[config.mk]
export PLATFORM = sky130hd
export DESIGN_NAME = lpe_queue
export DESIGN_NICKNAME = d
export VERILOG_FILES = /design/src/sv/lpe_pkg.sv /design/src/sv/lpe_queue.sv
export SDC_FILE = /design/constraint.sdc
export NUM_CORES = 1
export LEC_CHECK = 0
export BUFFER_PORTS_ARGS = -buffer_cell sky130_fd_sc_hd__buf_2
export CORE_MARGIN = 4
export CORE_UTILIZATION = 51
export DETAILED_ROUTE_END_ITERATION = 8
export PLACE_DENSITY = 0.75
export REMOVE_ABC_BUFFERS = 1
export SETUP_SLACK_MARGIN = 0.05
export SLEW_MARGIN = 0
export SYNTH_ARGS = -nofsm -noshare
export SYNTH_HDL_FRONTEND = slang
export SYNTH_SLANG_ARGS = --single-unit
export TNS_END_PERCENT = 50
[constraint.sdc]
create_clock -name clock -period 1.6 [get_ports clock]
set_input_delay 0.32 -clock clock [delete_from_list [all_inputs] [get_ports clock]]
set_output_delay 0.32 -clock clock [all_outputs]
set_load 0.05 [all_outputs]
[src/sv/lpe_pkg.sv]
// -----------------------------------------------------------------------------
// lpe_pkg
// shared types and constants for the led pwm bit encoder
// -----------------------------------------------------------------------------
package lpe_pkg;

   localparam int PALETTE_DEPTH_DEF = 256;
   localparam int COLOR_W           = 24;
   localparam int BITS_PER_PIXEL    = 24;
   localparam int TAIL_MAX          = 64;
   localparam int CNT_W             = $clog2(TAIL_MAX);
   localparam int QUEUE_DEPTH       = 4;
   localparam int QCW               = $clog2(QUEUE_DEPTH + 1);

   localparam logic [7:0] ONE_WIDTH_RST   = 8'd17;
   localparam logic [7:0] ZERO_WIDTH_RST  = 8'd9;
   localparam logic [6:0] TAIL_LENGTH_RST = 7'd42;

   // request commands
   localparam logic [1:0] CMD_WRITE     = 2'd0;
   localparam logic [1:0] CMD_PIXEL     = 2'd1;
   localparam logic [1:0] CMD_END_FRAME = 2'd2;

   // csr register indexes
   localparam logic [1:0] REG_ONE_WIDTH   = 2'd0;
   localparam logic [1:0] REG_ZERO_WIDTH  = 2'd1;
   localparam logic [1:0] REG_TAIL_LENGTH = 2'd2;

   typedef struct packed {
      logic               tail;
      logic [COLOR_W-1:0] color;
   } q_entry_type;

endpackage

[src/sv/lpe_queue.sv]
// -----------------------------------------------------------------------------
// lpe_queue
// short job queue between the front and the bit sequencer
// -----------------------------------------------------------------------------
module lpe_queue (
   input  logic                    clock,
   input  logic                    reset,
   input  logic                    push,
   input  lpe_pkg::q_entry_type    push_entry,
   input  logic                    pop,
   output logic                    head_valid,
   output lpe_pkg::q_entry_type    head_entry,
   output logic [lpe_pkg::QCW-1:0] count
);

   localparam int QPW = $clog2(lpe_pkg::QUEUE_DEPTH);

   lpe_pkg::q_entry_type    entries_ff [lpe_pkg::QUEUE_DEPTH];
   logic [QPW-1:0]          wr_ptr_ff, wr_ptr_in;
   logic [QPW-1:0]          rd_ptr_ff, rd_ptr_in;
   logic [lpe_pkg::QCW-1:0] count_ff, count_in;

   always_comb begin
      wr_ptr_in = wr_ptr_ff;
      rd_ptr_in = rd_ptr_ff;
      count_in  = count_ff;
      if (push) begin
         wr_ptr_in = (wr_ptr_ff == QPW'(lpe_pkg::QUEUE_DEPTH - 1)) ? '0 : wr_ptr_ff + QPW'(1);
      end
      if (pop) begin
         rd_ptr_in = (rd_ptr_ff == QPW'(lpe_pkg::QUEUE_DEPTH - 1)) ? '0 : rd_ptr_ff + QPW'(1);
      end
      case ({push, pop})
         2'b10:   count_in = count_ff + lpe_pkg::QCW'(1);
         2'b01:   count_in = count_ff - lpe_pkg::QCW'(1);
         default: count_in = count_ff;
      endcase
   end

   always_ff @(posedge clock) begin
      if (reset) begin
         wr_ptr_ff <= '0;
         rd_ptr_ff <= '0;
         count_ff  <= '0;
      end else begin
         wr_ptr_ff <= wr_ptr_in;
         rd_ptr_ff <= rd_ptr_in;
         count_ff  <= count_in;
      end
   end

   always_ff @(posedge clock) begin
      if (push) begin
         entries_ff[wr_ptr_ff] <= push_entry;
      end
   end

   assign head_valid = count_ff != '0;
   assign head_entry = entries_ff[rd_ptr_ff];
   assign count      = count_ff;

   a_no_overflow: assert property (@(posedge clock) disable iff (reset)
      push |-> (count_ff < lpe_pkg::QCW'(lpe_pkg::QUEUE_DEPTH)) || pop)
      else $error("job queue overflow");

   a_no_underflow: assert property (@(posedge clock) disable iff (reset)
      pop |-> count_ff != '0)
      else $error("job queue underflow");

endmodule

Word level (Yosys, flattened, before mapping)
Memory sizes are Yosys's and may differ from the RTL's. A register that Yosys moved wholly into a read port is not among the register bits.
Index checks and enable logic that the tools add are counted.
{ "totals": {"ff_bits": 7, "ram_bits": 100, "input_bits": 29, "out_inout_bits": 29, "word_cells": 21, "mem_count": 1} }
{ "op_classes": {"addsub": 4, "eq_ne": 4, "n_mux": 7, "n_reduce_logical": 2} }
{ "memory_table": {"columns": ["memory", "depth", "word_bits", "rd", "rd_clocked_by_memory_dff", "wr", "line_no", "text"], "rows": [
  ["entries_ff", 4, 25, 1, 1, 1, "lpe_queue.sv:18", "lpe_pkg::q_entry_type entries_ff [lpe_pkg::QUEUE_DEPTH];"]
]} }
{ "op_table": {"columns": ["cell", "count"], "rows": [
  ["two-way mux 2 bit", 4],
  ["equality test 2 bit, second input constant", 3],
  ["one-hot mux 3 bit (2 select lines)", 1],
  ["adder 2 x 1 -> 2 bit, second input constant", 2],
  ["adder 3 x 1 -> 3 bit, second input constant", 1],
  ["nonzero test 3 bit", 1],
  ["subtractor 3 x 1 -> 3 bit, second input constant", 1],
  ["equality test 2 x 1 -> 1 bit, second input constant", 1],
  ["two-way mux 1 bit", 2],
  ["nonzero test 2 bit", 1]
]} }

Longest topological paths before layout
{ "depth": {"ltp_word": 4, "ltp_mapped": 6, "ltp_nobuf": 6} }

Worst setup path after synthesis
No wires, ideal clock.
{ "synth_timing": {"path_kind": "reg2reg", "from": "register count_ff (netlist bit count[0])", "to": "register count_ff (netlist bit count[2])", "setup_ps": 70, "arrival_ps": 1538, "required_time_ps": 1530, "slack_ps": -8, "stages_incl_launch_ff": 5, "n_path_buf": 0, "cell_sequence": "dfxtp_1 > fa_1 > xnor2_1 > or3_1 > a21oi_1"} }
{ "synth_via": {"elab_chain_len": 2, "word_cells_on_any_way": 3, "classes_between": "2 x add/sub; 1 x mux"} }
{ "synth_lines": {"columns": ["element", "line_no", "text"], "rows": [
  ["from (decl)", "lpe_queue.sv:21", "logic [lpe_pkg::QCW-1:0] count_ff, count_in;"],
  ["from (signal assigned)", "lpe_queue.sv:48", "count_ff <= count_in;"],
  ["subtractor 3 x 1 -> 3 bit or adder 3 x 1 -> 3 bit (tied branches)", "lpe_queue.sv:35, lpe_queue.sv:34", null],
  ["one-hot mux 3 bit (2 select lines) (*)", "lpe_queue.sv:33", "case ({push, pop})"]
]} }
Mark *: on every way between the ends. The rest lies on a longest branch, timed or not.
A chain may end at the register's enable or synchronous reset.

==> impl_metrics.ini <==
[run_status]
status = complete, but fails checks
violations = negative setup slack

[cts]
ctsHtreeMaxLevel = 3
root_buffer = clkbuf_8
cts_tree = built
clk_latency_ps = 360
cts_setup_buffers = 0
cts_sinks = 109
clock_path_buffers = 2
cts_inserted_buffers = 9
path_clk_slew_ps = 100

[floorplan]
coreArea_um2 = 7767
die_y_um = 97.49
dieArea_um2 = 9503
ioPinCount = 58
rows = 32
die_w_um = 97.49
initial_core_util_pct = 52.58

[global_route]
grt_pass1_wl_um = 10830
grt_start_max_net_pins = 26
grt_pass1_vias = 2048
grt_antenna_before_repair = 0
grt.total_usage_pct = 14.98
grt_overflow = 0

[pwr]
internal-power_mw = 4.393
swShare_pct = 26.45
power_frac_clock_pct = 27.8
power.switching_mw = 1.580
p_per_area_nw_per_um2 = 1199
vdd_ir_drop_max_mv = 0.5707
p_leak_nw = 1.746
power_frac_seq_pct = 55.0
combPwrFrac_pct = 17.2

[placement]
dp_hpwl_um = 4137
placed_area_um2 = 4592
portBuffers = 57
place.gp.congestion = 0.7115

[synthesis]
syn-instance-count = 174
syn-cell-area_um2 = 4084
synth_seq_cells = 109
ys_seq_area_share_pct = 77.94
yosys.cell_types.count = 20
ys_warn_count = 0
avgSynthCellArea_um2 = 23.47

[hold_path]
holdCritPathClass = input pin to flip-flop
hold_start = push_entry[6]

[layout]
fin_area_um2 = 4982
syn_to_final_growth_pct = 22.00
antenna_cells = 0
regArea_um2 = 3189
final_net_count = 286
fill_cells = 526
multiInputGateArea_um2 = 800.8
layout-drive-gt1-share_pct = 45.10

[sta]
whs_ps = 158.8
fin_skew_ps = 8.554
tightest_slew_ps = 385.6
fmax_mhz = 506.1
finalCriticalPeriod_ps = 1976
hold_viol = 0
maxSlewHeadroom_pct = 74.30
final.setup.worst_slack_ps = -376.1
post-route-period-util_pct = 123.5
setup-violations-final = 25
drv_slew = 0
fin_tns_setup_ps = -8761
rsz0062_at_grt = yes

[critical_path]
worst-setup-path-type = flip-flop to output port
worstReg2RegStart = count[0]
crit_fanout = 7
cp.arrival_ps = 1660
crit_path_start_kind = flip-flop
worst_setup_path_end_kind = output port
required_ps = 1280

[drt]
dr.pass1.iters = 4
drtIter0Drc = 83
detail-route-antenna-nets = 0
routedWlPerCell_um = 18.32
vias_per_cell = 5.277
num_vias = 1884
drc_errors = 0
wirelength_um = 6539

[run]
maxCapViolCount = 0
==> sequential cells by signal, summed over array words and instances (netlist names), named ones only <==
signal and count:
wr_ptr_ff 2, count 3, rd_ptr_ff 2, entries_ff 100
==> kinds of logic (layout without fill, tap and decap cells) <==
kind of cell | after synthesis | count (layout) | share of synthesized area, %
buf+inv | 10 | 91 | 1.991
fa+ha+maj | 7 | 7 | 2.328
xor+xnor | 2 | 2 | 0.4290
simple gates | 14 | 14 | 1.838
flops | 109 | 109 | 77.94
compound gates | 4 | 4 | 0.4900
mux | 28 | 28 | 14.98
==> power groups by stage <==
| stage | clock, mW | sequential (mW) | combinational (mW) |
|---|---|---|---|
| 2_1_floorplan | 0 | 3.40 | 0.560 |
| 4_1_cts | 1.71 | 3.29 | 1.04 |
| 3_3_place_gp | 0 | 3.34 | 0.878 |
| 6_report | 1.66 | 3.28 | 1.03 |
| 5_1_grt | 1.84 | 3.30 | 1.08 |
| 3_5_place_dp | 0 | 3.35 | 0.887 |
==> metal layers <==
metal	global-route usage, %	part of all wire (%)
met5	0	0
met4	5.431	1.4
met3	4.594	5.0
met2	24.72	53
met1	18.82	41
==> final cells by class <==
class                           count  area share [%]
Sequential cell                   109           64.01
Timing Repair Buffer               71           12.91
Multi-Input combinational cell     55           16.07
Inverter                            4          0.3014
Tap cell                          102           2.562
Clock buffer                        9           2.486
Clock inverter                      7           1.657
==> timing repair <==
item / in CTS / in global routing
resized for setup: 63 / 0
pin swaps: 1 / 0
hold buffers: 0 / 0
endpoints found under the setup margin: 26 / 26
gates cloned: 1 / 0
==> worst max-delay path, cell delays in order (launching register included) <==
cell	delay, ps
dfxtp_4	430
buf_12	150
mux4_2	530
buf_6	180
==> placed cells by master, fill, tap and decap left out <==
| cell type | instances |
|---|---|
| buf_16 | 1 |
| or3_1 | 2 |
| ha_1 | 6 |
| nor3b_1 | 2 |
| o21ai_0 | 1 |
| dfxtp_4 | 1 |
| clkinvlp_4 | 1 |
| mux2i_1 | 3 |
| nor2_1 | 6 |
| edfxtp_1 | 100 |
| xor2_1 | 1 |
| bufinv_16 | 1 |
| clkinv_4 | 2 |
| dfxtp_1 | 6 |
| buf_12 | 5 |
| clkinv_2 | 1 |
| clkbuf_8 | 9 |
| buf_2 | 31 |
| dfxtp_2 | 2 |
| mux4_2 | 25 |
| inv_1 | 4 |
| fa_1 | 1 |
| xnor2_1 | 1 |
| a21oi_1 | 3 |
| and2_1 | 4 |
| buf_4 | 7 |
| buf_6 | 26 |
| buf_8 | 1 |
| inv_8 | 2 |
==> per-stage QoR <==
step,util [%],total power [mW],setup slack [ps],instances
6_report,64.14,5.973,-376.1,357
5_1_grt,64.14,6.218,-421.4,357
4_1_cts,64.14,6.032,-410.7,357
3_5_place_dp,59.12,4.233,-99.47,340
3_3_place_gp,59.12,4.218,-67.79,340
2_1_floorplan,-,3.962,-785.7,168
==> Yosys cell counts, drive strengths merged <==
| cell | instances | area, um^2 |
|---|---|---|
| nor2 | 6 | 22.52 |
| mux2i | 3 | 30.03 |
| inv | 4 | 15.01 |
| buf | 5 | 61.31 |
| mux4 | 25 | 581.8 |
| and2 | 4 | 25.02 |
| fa | 1 | 20.02 |
| o21ai | 1 | 5.000 |
| or3 | 2 | 12.51 |
| ha | 6 | 75.07 |
| edfxtp | 100 | 3003 |
| nor3b | 2 | 15.01 |
| clkbuf | 1 | 5.000 |
| a21oi | 3 | 15.01 |
| xor2 | 1 | 8.760 |
| xnor2 | 1 | 8.760 |
| dfxtp | 9 | 180.2 |
==> final timing paths <==
kind                           end  slack (ps)  depth (start not counted)
hold / removal    entries_ff[3][6]         160                          1
setup / recovery    head_entry[12]        -380                          3
hold reg to reg           count[2]         510                          2
setup reg to reg          count[2]         190                          4
Note: power is estimated with default switching activity, not from simulation.
