<file path="src/sv/lpe_pkg.sv">
// -----------------------------------------------------------------------------
// lpe_pkg
// shared types and constants for the led pwm bit encoder
// -----------------------------------------------------------------------------
package lpe_pkg;

   localparam int PALETTE_DEPTH_DEF = 256;
   localparam int COLOR_W           = 24;
   localparam int BITS_PER_PIXEL    = 24;
   localparam int TAIL_MAX          = 64;
   localparam int CNT_W             = $clog2(TAIL_MAX);
   localparam int QUEUE_DEPTH       = 4;
   localparam int QCW               = $clog2(QUEUE_DEPTH + 1);

   localparam logic [7:0] ONE_WIDTH_RST   = 8'd17;
   localparam logic [7:0] ZERO_WIDTH_RST  = 8'd9;
   localparam logic [6:0] TAIL_LENGTH_RST = 7'd42;

   // request commands
   localparam logic [1:0] CMD_WRITE     = 2'd0;
   localparam logic [1:0] CMD_PIXEL     = 2'd1;
   localparam logic [1:0] CMD_END_FRAME = 2'd2;

   // csr register indexes
   localparam logic [1:0] REG_ONE_WIDTH   = 2'd0;
   localparam logic [1:0] REG_ZERO_WIDTH  = 2'd1;
   localparam logic [1:0] REG_TAIL_LENGTH = 2'd2;

   typedef struct packed {
      logic               tail;
      logic [COLOR_W-1:0] color;
   } q_entry_type;

endpackage

</file>
<file path="src/sv/lpe_back.sv">
// -----------------------------------------------------------------------------
// lpe_back
// bit sequencer: unless rsp_stall holds, turns queued jobs into compare values, one per cycle
// -----------------------------------------------------------------------------
module lpe_back (
   input  logic                 clock,
   input  logic                 reset,
   input  logic                 head_valid,
   input  lpe_pkg::q_entry_type head_entry,
   output logic                 pop,
   input  logic [7:0]           one_width,
   input  logic [7:0]           zero_width,
   input  logic [6:0]           tail_length,
   output logic                 rsp_valid,
   input  logic                 rsp_stall,
   output logic [7:0]           rsp_compare_value,
   output logic                 rsp_last
);

   logic                          active_ff, active_in;
   logic                          tail_ff, tail_in;
   logic [lpe_pkg::COLOR_W-1:0]   shift_ff, shift_in;
   logic [lpe_pkg::CNT_W-1:0]     cnt_ff, cnt_in;
   logic                          rsp_valid_ff, rsp_valid_in;
   logic [7:0]                    rsp_value_ff, rsp_value_in;
   logic                          rsp_last_ff, rsp_last_in;
   logic [lpe_pkg::CNT_W-1:0]     tail_cnt;
   logic                          out_free;
   logic                          emit;
   logic                          done;
   logic                          load;

   // remaining count minus one, tail length clamped to 1..64
   always_comb begin
      if (tail_length == '0) begin
         tail_cnt = '0;
      end else if (tail_length > 7'(lpe_pkg::TAIL_MAX)) begin
         tail_cnt = lpe_pkg::CNT_W'(lpe_pkg::TAIL_MAX - 1);
      end else begin
         tail_cnt = lpe_pkg::CNT_W'(tail_length - 7'd1);
      end
   end

   assign out_free = ~rsp_valid_ff | ~rsp_stall;
   assign emit     = active_ff & out_free;
   assign done     = emit & (cnt_ff == '0);
   // next job starts in the cycle the current one sends its last value
   assign load     = head_valid & (~active_ff | done);
   assign pop      = load;

   always_comb begin
      active_in = active_ff;
      tail_in   = tail_ff;
      shift_in  = shift_ff;
      cnt_in    = cnt_ff;
      if (load) begin
         active_in = 1'b1;
         tail_in   = head_entry.tail;
         shift_in  = head_entry.color;
         cnt_in    = head_entry.tail ? tail_cnt
                                     : lpe_pkg::CNT_W'(lpe_pkg::BITS_PER_PIXEL - 1);
      end else if (done) begin
         active_in = 1'b0;
      end else if (emit) begin
         shift_in = {shift_ff[lpe_pkg::COLOR_W-2:0], 1'b0};
         cnt_in   = cnt_ff - lpe_pkg::CNT_W'(1);
      end
   end

   always_comb begin
      rsp_valid_in = rsp_valid_ff;
      rsp_value_in = rsp_value_ff;
      rsp_last_in  = rsp_last_ff;
      if (emit) begin
         rsp_valid_in = 1'b1;
         rsp_last_in  = cnt_ff == '0;
         if (tail_ff) begin
            rsp_value_in = '0;
         end else begin
            rsp_value_in = shift_ff[lpe_pkg::COLOR_W-1] ? one_width : zero_width;
         end
      end else if (out_free) begin
         rsp_valid_in = 1'b0;
      end
   end

   always_ff @(posedge clock) begin
      if (reset) begin
         active_ff    <= 1'b0;
         rsp_valid_ff <= 1'b0;
      end else begin
         active_ff    <= active_in;
         rsp_valid_ff <= rsp_valid_in;
      end
   end

   always_ff @(posedge clock) begin
      tail_ff      <= tail_in;
      shift_ff     <= shift_in;
      cnt_ff       <= cnt_in;
      rsp_value_ff <= rsp_value_in;
      rsp_last_ff  <= rsp_last_in;
   end

   assign rsp_valid         = rsp_valid_ff;
   assign rsp_compare_value = rsp_value_ff;
   assign rsp_last          = rsp_last_ff;

   a_result_from_job: assert property (@(posedge clock) disable iff (reset)
      $rose(rsp_valid_ff) |-> $past(active_ff))
      else $error("result produced with no job in progress");

endmodule

</file>
<file path="config.mk">
export PLATFORM = sky130hd
export DESIGN_NAME = lpe_back
export DESIGN_NICKNAME = d
export VERILOG_FILES = /design/src/sv/lpe_pkg.sv /design/src/sv/lpe_back.sv
export SDC_FILE = /design/constraint.sdc
export NUM_CORES = 1
export LEC_CHECK = 0
export ABC_AREA = 0
export BUFFER_PORTS_ARGS = -buffer_cell sky130_fd_sc_hd__buf_2
export CORE_ASPECT_RATIO = 1.2
export CORE_MARGIN = 3
export CORE_UTILIZATION = 30
export CTS_CLUSTER_SIZE = 30
export DETAILED_ROUTE_END_ITERATION = 8
export GPL_ROUTABILITY_DRIVEN = 0
export PLACE_DENSITY = 0.5
export RECOVER_POWER = 100
export SLEW_MARGIN = 20
export SYNTH_ARGS = -nofsm -noshare
export SYNTH_HDL_FRONTEND = slang
export SYNTH_SLANG_ARGS = --single-unit
</file>
<file path="constraint.sdc">
create_clock -name clock -period 5.4 [get_ports clock]
set_input_delay 0.81 -clock clock [delete_from_list [all_inputs] [get_ports clock]]
set_output_delay 0.81 -clock clock [all_outputs]
set_load 0.1 [all_outputs]
</file>
# After elaboration in Yosys (flattened, before gate mapping)
# Index checks and enable logic that the tools add are counted.
# W data, S select, Z words.
[totals] register_bits=42 latchBits=0 ram_bits=0 mem_bits_ro=0 input_bits=52 output_inout_bits=11 word_cells=39 memories=0
[classes] add_sub_neg=2 multipliers=0 n_div=0 order_cmp=1 eq_ne=1 shifts=0 mux=14 n_bitwise=8 reduce_logical=6
[op_table] operator="$mux W24" n=3
[op_table] operator="$mux W6" n=6
[op_table] operator="$sub A6 B1 Y6 const B" n=2
[op_table] operator="$mux W8" n=1
[op_table] operator="$gt A7 B7 Y1 const B" n=1
[op_table] operator="$logic_not A7 Y1" n=1
[op_table] operator="$logic_not A6 Y1" n=1
[op_table] operator="$reduce_bool A2 Y1" n=3
[op_table] operator="$mux W1" n=4
[op_table] operator="$and A1 B1 Y1" n=3
[op_table] operator="$not A1 Y1" n=3
[op_table] operator="$ne A2 B2 Y1 const B" n=1
[op_table] operator="$or A1 B1 Y1" n=2
[op_table] operator="$reduce_and A2 Y1" n=1

# Logic depth before layout (Yosys ltp)
# Gate-level depths: netlist of run 1.
[depth] ltp_word=8 mapped_depth=9 ltp_nobuf=8

# Least setup slack after synthesis of run 1
# Ideal clock, no wire load.
[synth_path] path_kind="input port to flip-flop" from="input port rsp_stall" to="register cnt_ff[0] in the netlist's numbering, enable pin" setup_time_ns=0.387 arrival_ns=2.360 required_time_ns=5.013 path_slack_ns=2.653 cell_stages=4 n_path_buf=0 path_cell_list="and2_1 nor2b_1 o21ai_0 nand2_1"
[synth_between] elab_chain_len=8 elab_cells_between_ends=9 classes_between="1 x eq/ne; 6 x bitwise; 2 x reduce/logical"
[synth_lines] element="start: declaration" line="lpe_back.sv:15" rtl="input logic rsp_stall,"
[synth_lines] element="$not A1 Y1 *" line="lpe_back.sv:44" rtl="assign out_free = ~rsp_valid_ff | ~rsp_stall;"
[synth_lines] element="$or A1 B1 Y1 *" line="lpe_back.sv:44"
[synth_lines] element="$and A1 B1 Y1 *" line="lpe_back.sv:45" rtl="assign emit = active_ff & out_free;"
[synth_lines] element="via emit" line="lpe_back.sv:29" rtl="logic emit;"
[synth_lines] element="$and A1 B1 Y1" line="lpe_back.sv:46" rtl="assign done = emit & (cnt_ff == '0);"
[synth_lines] element="$or A1 B1 Y1" line="lpe_back.sv:48" rtl="assign load = head_valid & (~active_ff | done);"
[synth_lines] element="$and A1 B1 Y1" line="lpe_back.sv:48"
[synth_lines] element="$ne A2 B2 Y1 (no source line) / $reduce_bool A2 Y1 (equally long branches)"
[synth_lines] element="$reduce_and A2 Y1 (no source line) *"
[synth_lines] element="end signal: assignment" line="lpe_back.sv:100" rtl="cnt_ff <= cnt_in;"
[synth_lines] element="end: declaration" line="lpe_back.sv:23" rtl="logic [lpe_pkg::CNT_W-1:0] cnt_ff, cnt_in;"
# Mark *: on every way through the listed nets, which the timed path passes. The rest lies on a longest branch.
# A chain may end at the register's enable or synchronous reset.

# Worst setup path in the final report of run 1
[layout_path] from="register cnt_ff[2] in the netlist's numbering" to="output port pop"
[layout_between] elab_chain_len=4
[layout_lines] element="$logic_not A6 Y1" line="lpe_back.sv:46"
[layout_lines] element="$and A1 B1 Y1" line="lpe_back.sv:46"
[layout_lines] element="$or A1 B1 Y1" line="lpe_back.sv:48"
[layout_lines] element="$and A1 B1 Y1" line="lpe_back.sv:48"
[layout_lines] element="end: declaration" line="lpe_back.sv:10" rtl="output logic pop,"
# Every way passes these cells.

==> results of run 1 <==
worst max path at each step:
stage          startpoint           end  slack (ps)
5_1_grt         cnt_ff[2]           pop        1250
3_5_place_dp    rsp_stall  shift_ff[17]        1940
2_1_floorplan   rsp_stall     cnt_ff[0]        2650
4_1_cts         rsp_stall  shift_ff[18]        2260
3_3_place_gp    rsp_stall  shift_ff[18]        1990
6_report        cnt_ff[2]           pop        1520
power by group:
group          switching (uW)  internal [uW]
combinational            93.4           59.9
clock                     104           88.5
sequential               16.2            406
total                     213            554
critical path, cell delays in order (launching register included):
cell and delay, ps:
edfxtp_1 440, or3_1 440, o31ai_1 460, nand2_4 150, clkinvlp_2 720, buf_2 570
metrics by stage:
stage	hold slack (ps)	util, %
2_1_floorplan	496	-
3_5_place_dp	519	37.5
3_3_place_gp	521	37.5
4_1_cts	535	38.8
6_report	500	38.2
5_1_grt	559	38.2
cell families (layout without fill, tap and decap cells):
group | after synthesis | count (layout)
AOI/OAI and AO/OA | 14 | 14
xor gates and xnor gates | 5 | 5
adders and majority gates | 7 | 7
buffers and inverters | 13 | 79
DFF | 42 | 42
muxes | 32 | 32
and+or+nand+nor | 37 | 37
metal layers:
layer,routed length [microns],vias up
li1,-,694
met5,0,-
met1,1770,603
met2,1690,53
met3,356,4
met4,53,0
state kept, by name (all words and copies together) (netlist names):
| register | flops |
|---|---|
| active_ff | 1 |
| shift_ff | 24 |
| rsp_last | 1 |
| tail_ff | 1 |
| rsp_valid | 1 |
| cnt_ff | 6 |
| rsp_compare_value | 8 |
final cells by class:
type                       instances  area [sq um]
tap                               85           106
timing repair buffer              63           300
fill                             685          4110
sequential                        42          1240
inverter                           8          31.3
multi-input combinational         95           773
clock buffer                       5          68.8
clock inverter                     3          16.3
cell usage in the layout (no fill, tap or decap), types with 3 or more instances in the layout:
master,n
buf_2,51
edfxtp_1,40
mux2_2,23
nor2_1,14
clkbuf_1,12
mux2i_1,9
inv_1,7
clkbuf_8,5
nand2_1,4
a2bb2oi_1,4
ha_1,4
nor3_1,3
xor2_1,3
maj3_1,3
==> out/metrics.yaml, run 1 <==
routing:
  vias: 1354
  drt-vias-per-instance: 4.50
  wl_per_cell_microns: 12.9
  detail-route-antenna-nets: 0
  drc: 0
  drtIter0Drc: 62
  routed_wl_microns: 3880
  drt-pass1-iter-count: 4
synth:
  synth.top_cells.by_count: "40 x edfxtp_1, 23 x mux2_2, 14 x nor2_1, 9 x mux2i_1, 7 x inv_1"
  synthArstFlopShare_pct: 0
  syn_area_sq_mm: 0.00212
  synth_top_family_by_area: "multiplexers"
  ys_types: 41
  synth_compound_area_share_pct: 5.67
  yosys-top-cells-area: "edfxtp_1 57%, mux2_2 12%, mux2i_1 4.3%, nor2_1 2.5%, ha_1 2.4%"
  synth_most_common_cell: "edfxtp_1"
  synth_xor_xnor_area_share_pct: 2.07
  synth_seq_cells: 42
  yosys_most_used_dff: "edfxtp_1"
  syn_inst: 150
  synth_nets: 206
  syn-mean-instance-area_sq_um: 14.1
  synth-simple-area-share_pct: 9.52
  synth_area_leader_cell: "edfxtp_1"
  synth_edf_count: 40
  synth_top_area_share_pct: 56.7
  yosys_warnings: 0
  synthMuxAreaShare_pct: 16.5
  synth_seq_area_share_pct: 58.6
  synth_fa_ha_area_share_pct: 3.78
clock_network:
  cts_resized: 0
  numCtsBuffers: 5
  post-cts-setup-buffers: 0
  insertion_delay_ps: 280
  clock_sinks: 42
  clk_pin_slew_ps: 80
  holdBufCountCts: 0
  cts_tree: "built"
  htree_levels: 2
  cts_max_path_buffers: 2
  cts-root-buf: "clkbuf_8"
setup_path:
  worst-r2r-setup-slack_ps: 2450
  crit_required_ps: 4590
  arrival_ps: 3070
  crit-reg2reg-launch: "cnt_ff[0]"
  crit_path_max_fanout: 28
  worstSetupPathType: "reg -> out"
  critPathCaptureType: "output pin"
  reg2regPathDepth: 8
  r2r-end: "cnt_ff[3]"
  critPathLaunchType: "flop"
final_layout:
  final_area_sq_mm: 0.00254
  nets: 271
  fin_cells: 301
  layout-drive-gt1-share_pct: 39.4
  n_antenna_cell: 0
  syn_to_final_growth_pct: 19.9
grt:
  grt_max_degree: 29
  grt-ovfl-total: 0
  grt_pass1_vias: 1309
  grt_busiest_layer: "met2"
  use_met3_pct: 2.86
  use_met2_pct: 14.4
  grt_pass1_wl_microns: 5880
  antenna_found_initial: 0
  grt_usage_pct: 9.39
  met1_usage_pct: 12.4
floorplan:
  initial_core_util_pct: 31.9
  fp-row-count: 32
  die_w_microns: 82.7
  core_sq_mm: 0.00665
  ioPinCount: 63
  chipHeight_microns: 98.0
  die_area_sq_mm: 0.00810
sta:
  fin_skew_ps: 2.86
  finalSetupTns_ps: 0
  tightest_slew_ps: 1190
  clock.fmax_mhz: 257
  setup_viol: 0
  slew_headroom_pct: 20.7
  finalMaxSlewViolations: 0
  fin_ws_ps: 1520
  fin_crit_ps: 3880
  hold_violations: 0
  rsz0062_at_grt: "no"
  period_share_pct: 71.9
place:
  place_inst: 293
  dp_hpwl_microns: 2930
  io_buffer_count: 62
  placed_cell_area_sq_mm: 0.00249
  post-place-ws_ps: 1940
power:
  power_uw: 768
  worst_ir_drop_vdd_mv: 0.108
  leakage_uw: 0.000997
  p_per_area_mw_per_mm2: 302
min_path:
  min_to: "rsp_valid"
  min-delay-start: "active_ff"
  whs_path_depth: 2
  hp-class: "reg -> reg"
run:
  drv_cap: 0
outcome:
  outcome: "complete, no violations"
Note: power is estimated with default switching activity, not from simulation.
==> run 2: changes to the inputs <==
==> constraint.sdc (replaced) <==
create_clock -name clock -period 3.9 [get_ports clock]
set_input_delay 0.585 -clock clock [delete_from_list [all_inputs] [get_ports clock]]
set_output_delay 0.585 -clock clock [all_outputs]
set_load 0.1 [all_outputs]
==> run 2 against run 1 <==
First-iteration DRC count grew 39%. Combinational power grew 39%. Clock-buffer cell count is the same.
==> out/metrics.yaml, run 2 (same netlist as run 1, synthesis figures left out) <==
setup_path:
  r2r-end: "shift_ff[21]"
  crit_buf_inv: 2
  crit_family: "buffers and inverters"
  crit-reg2reg-launch: "cnt_ff[2]"
  path_cells: "or3_1 > o31ai_1 > nand2_4 > clkinv_4 > clkbuf_2"
  worst-r2r-setup-slack_ps: 1540
  critPathLaunchType: "flop"
  critical_path_depth: 5
  crit_path_max_fanout: 28
  arrival_ps: 2530
  crit_required_ps: 3310
  cp-startpoint: "cnt_ff[2]"
  worst_path_largest_cell_delay_ps: 510
  worstSetupPathType: "reg -> out"
  crit_end: "pop"
  reg2regPathDepth: 5
  critPathCaptureType: "output pin"
  slowest_stage: "clkbuf_2"
routing:
  detail-route-antenna-nets: 0
  drtIter0Drc: 86
  drt-pass1-iter-count: 4
  routed_wl_microns: 3980
  drc: 0
  wl_per_cell_microns: 13.2
  vias: 1370
  drt-vias-per-instance: 4.55
final_layout:
  syn_to_final_growth_pct: 20.1
  largest_reg_flops: 24
  n_antenna_cell: 0
  top_register: "shift_ff"
  multi_input_area_sq_um: 773
  layout-drive-gt1-share_pct: 39.8
  finish.utilization_pct: 38.3
  nets: 272
  nFillCells: 698
  layout_commonest_cell: "buf_2"
  regArea_sq_mm: 0.00124
  final_cell_mix: "50 x buf_2, 40 x edfxtp_1, 23 x mux2_2"
power:
  p_seq_share_pct: 55.3
  worst_ir_drop_vdd_mv: 0.152
  netSwitchingFraction_pct: 27.6
  p_clk_share_pct: 24.6
  p_int_uw: 765
  p_per_area_mw_per_mm2: 416
  p_switching_uw: 292
  comb_power_share_pct: 20.1
  leakage_uw: 0.00101
sta:
  fin_crit_ps: 3120
  tightest_slew_ps: 1190
  period_share_pct: 79.9
  setup_viol: 0
  clock.fmax_mhz: 321
  finalSetupTns_ps: 0
  finalMaxSlewViolations: 0
  fin_skew_ps: 4.31
  rsz0062_at_grt: "no"
  hold_violations: 0
  whs_ps: 471
  slew_headroom_pct: 21.3
floorplan:
  core_sq_mm: 0.00665
  initial_core_util_pct: 31.9
  chipHeight_microns: 98.0
  die_area_sq_mm: 0.00810
  die_w_microns: 82.7
  fp-row-count: 32
  ioPinCount: 63
grt:
  grt_usage_pct: 10.0
  grt_max_degree: 31
  antenna_found_initial: 0
  grt_pass1_vias: 1435
  grt-ovfl-total: 0
  grt_pass1_wl_microns: 6330
clock_network:
  numCtsBuffers: 5
  cts_tree: "built"
  insertion_delay_ps: 290
  htree_levels: 2
  cts-root-buf: "clkbuf_8"
  cts_max_path_buffers: 2
  clk_pin_slew_ps: 70
  cts_resized: 0
  post-cts-setup-buffers: 0
  clock_sinks: 42
  holdBufCountCts: 0
min_path:
  hp-class: "in -> reg"
place:
  io_buffer_count: 62
  dp_hpwl_microns: 2930
outcome:
  outcome: "complete, no violations"
run:
  drv_cap: 0
[run 2: routing by layer]
| metal | track usage [%] | vias to the layer above | wire [microns] |
|---|---|---|---|
| met3 | 2.68 | 4 | 330 |
| met1 | 13.1 | 623 | 1820 |
| met5 | 0 | - | 0 |
| li1 | - | 689 | - |
| met2 | 15.8 | 54 | 1780 |
| met4 | 3.77 | 0 | 49 |
[run 2: power groups by stage]
| stage | clock network (uW) | registers [uW] | logic (uW) |
|---|---|---|---|
| floorplan | 0 | 637 | 121 |
| global placement | 0 | 594 | 221 |
| detailed placement | 0 | 595 | 221 |
| CTS | 274 | 585 | 222 |
| global route | 288 | 591 | 233 |
| finish | 260 | 584 | 212 |
[run 2: how the worst min path moves through the flow]
stage,from,depth (start not counted),slack (ps),to
after CTS,reset,2,460,active_ff
after floorplan,active_ff,2,500,active_ff
after global placement,active_ff,2,520,active_ff
final,reset,2,470,active_ff
after detailed placement,active_ff,2,520,active_ff
after global routing,reset,2,480,active_ff
[run 2: through the flow]
stage	setup WS, ps	std cells	power [uW]	area (sq um)
2_1_floorplan	1190	150	758	2120
3_3_place_gp	1290	294	815	2500
3_5_place_dp	1280	294	817	2500
4_1_cts	1010	301	1080	2580
5_1_grt	612	301	1110	2540
6_report	783	301	1060	2540
[run 2: area by class of cell]
cell class | instances | area share [%]
Multi-Input combinational cell | 95 | 30.4
Timing Repair Buffer | 64 | 12.1
Clock inverter | 2 | 0.394
Sequential cell | 42 | 48.8
Tap cell | 85 | 4.18
Clock buffer | 5 | 2.71
Inverter | 8 | 1.38
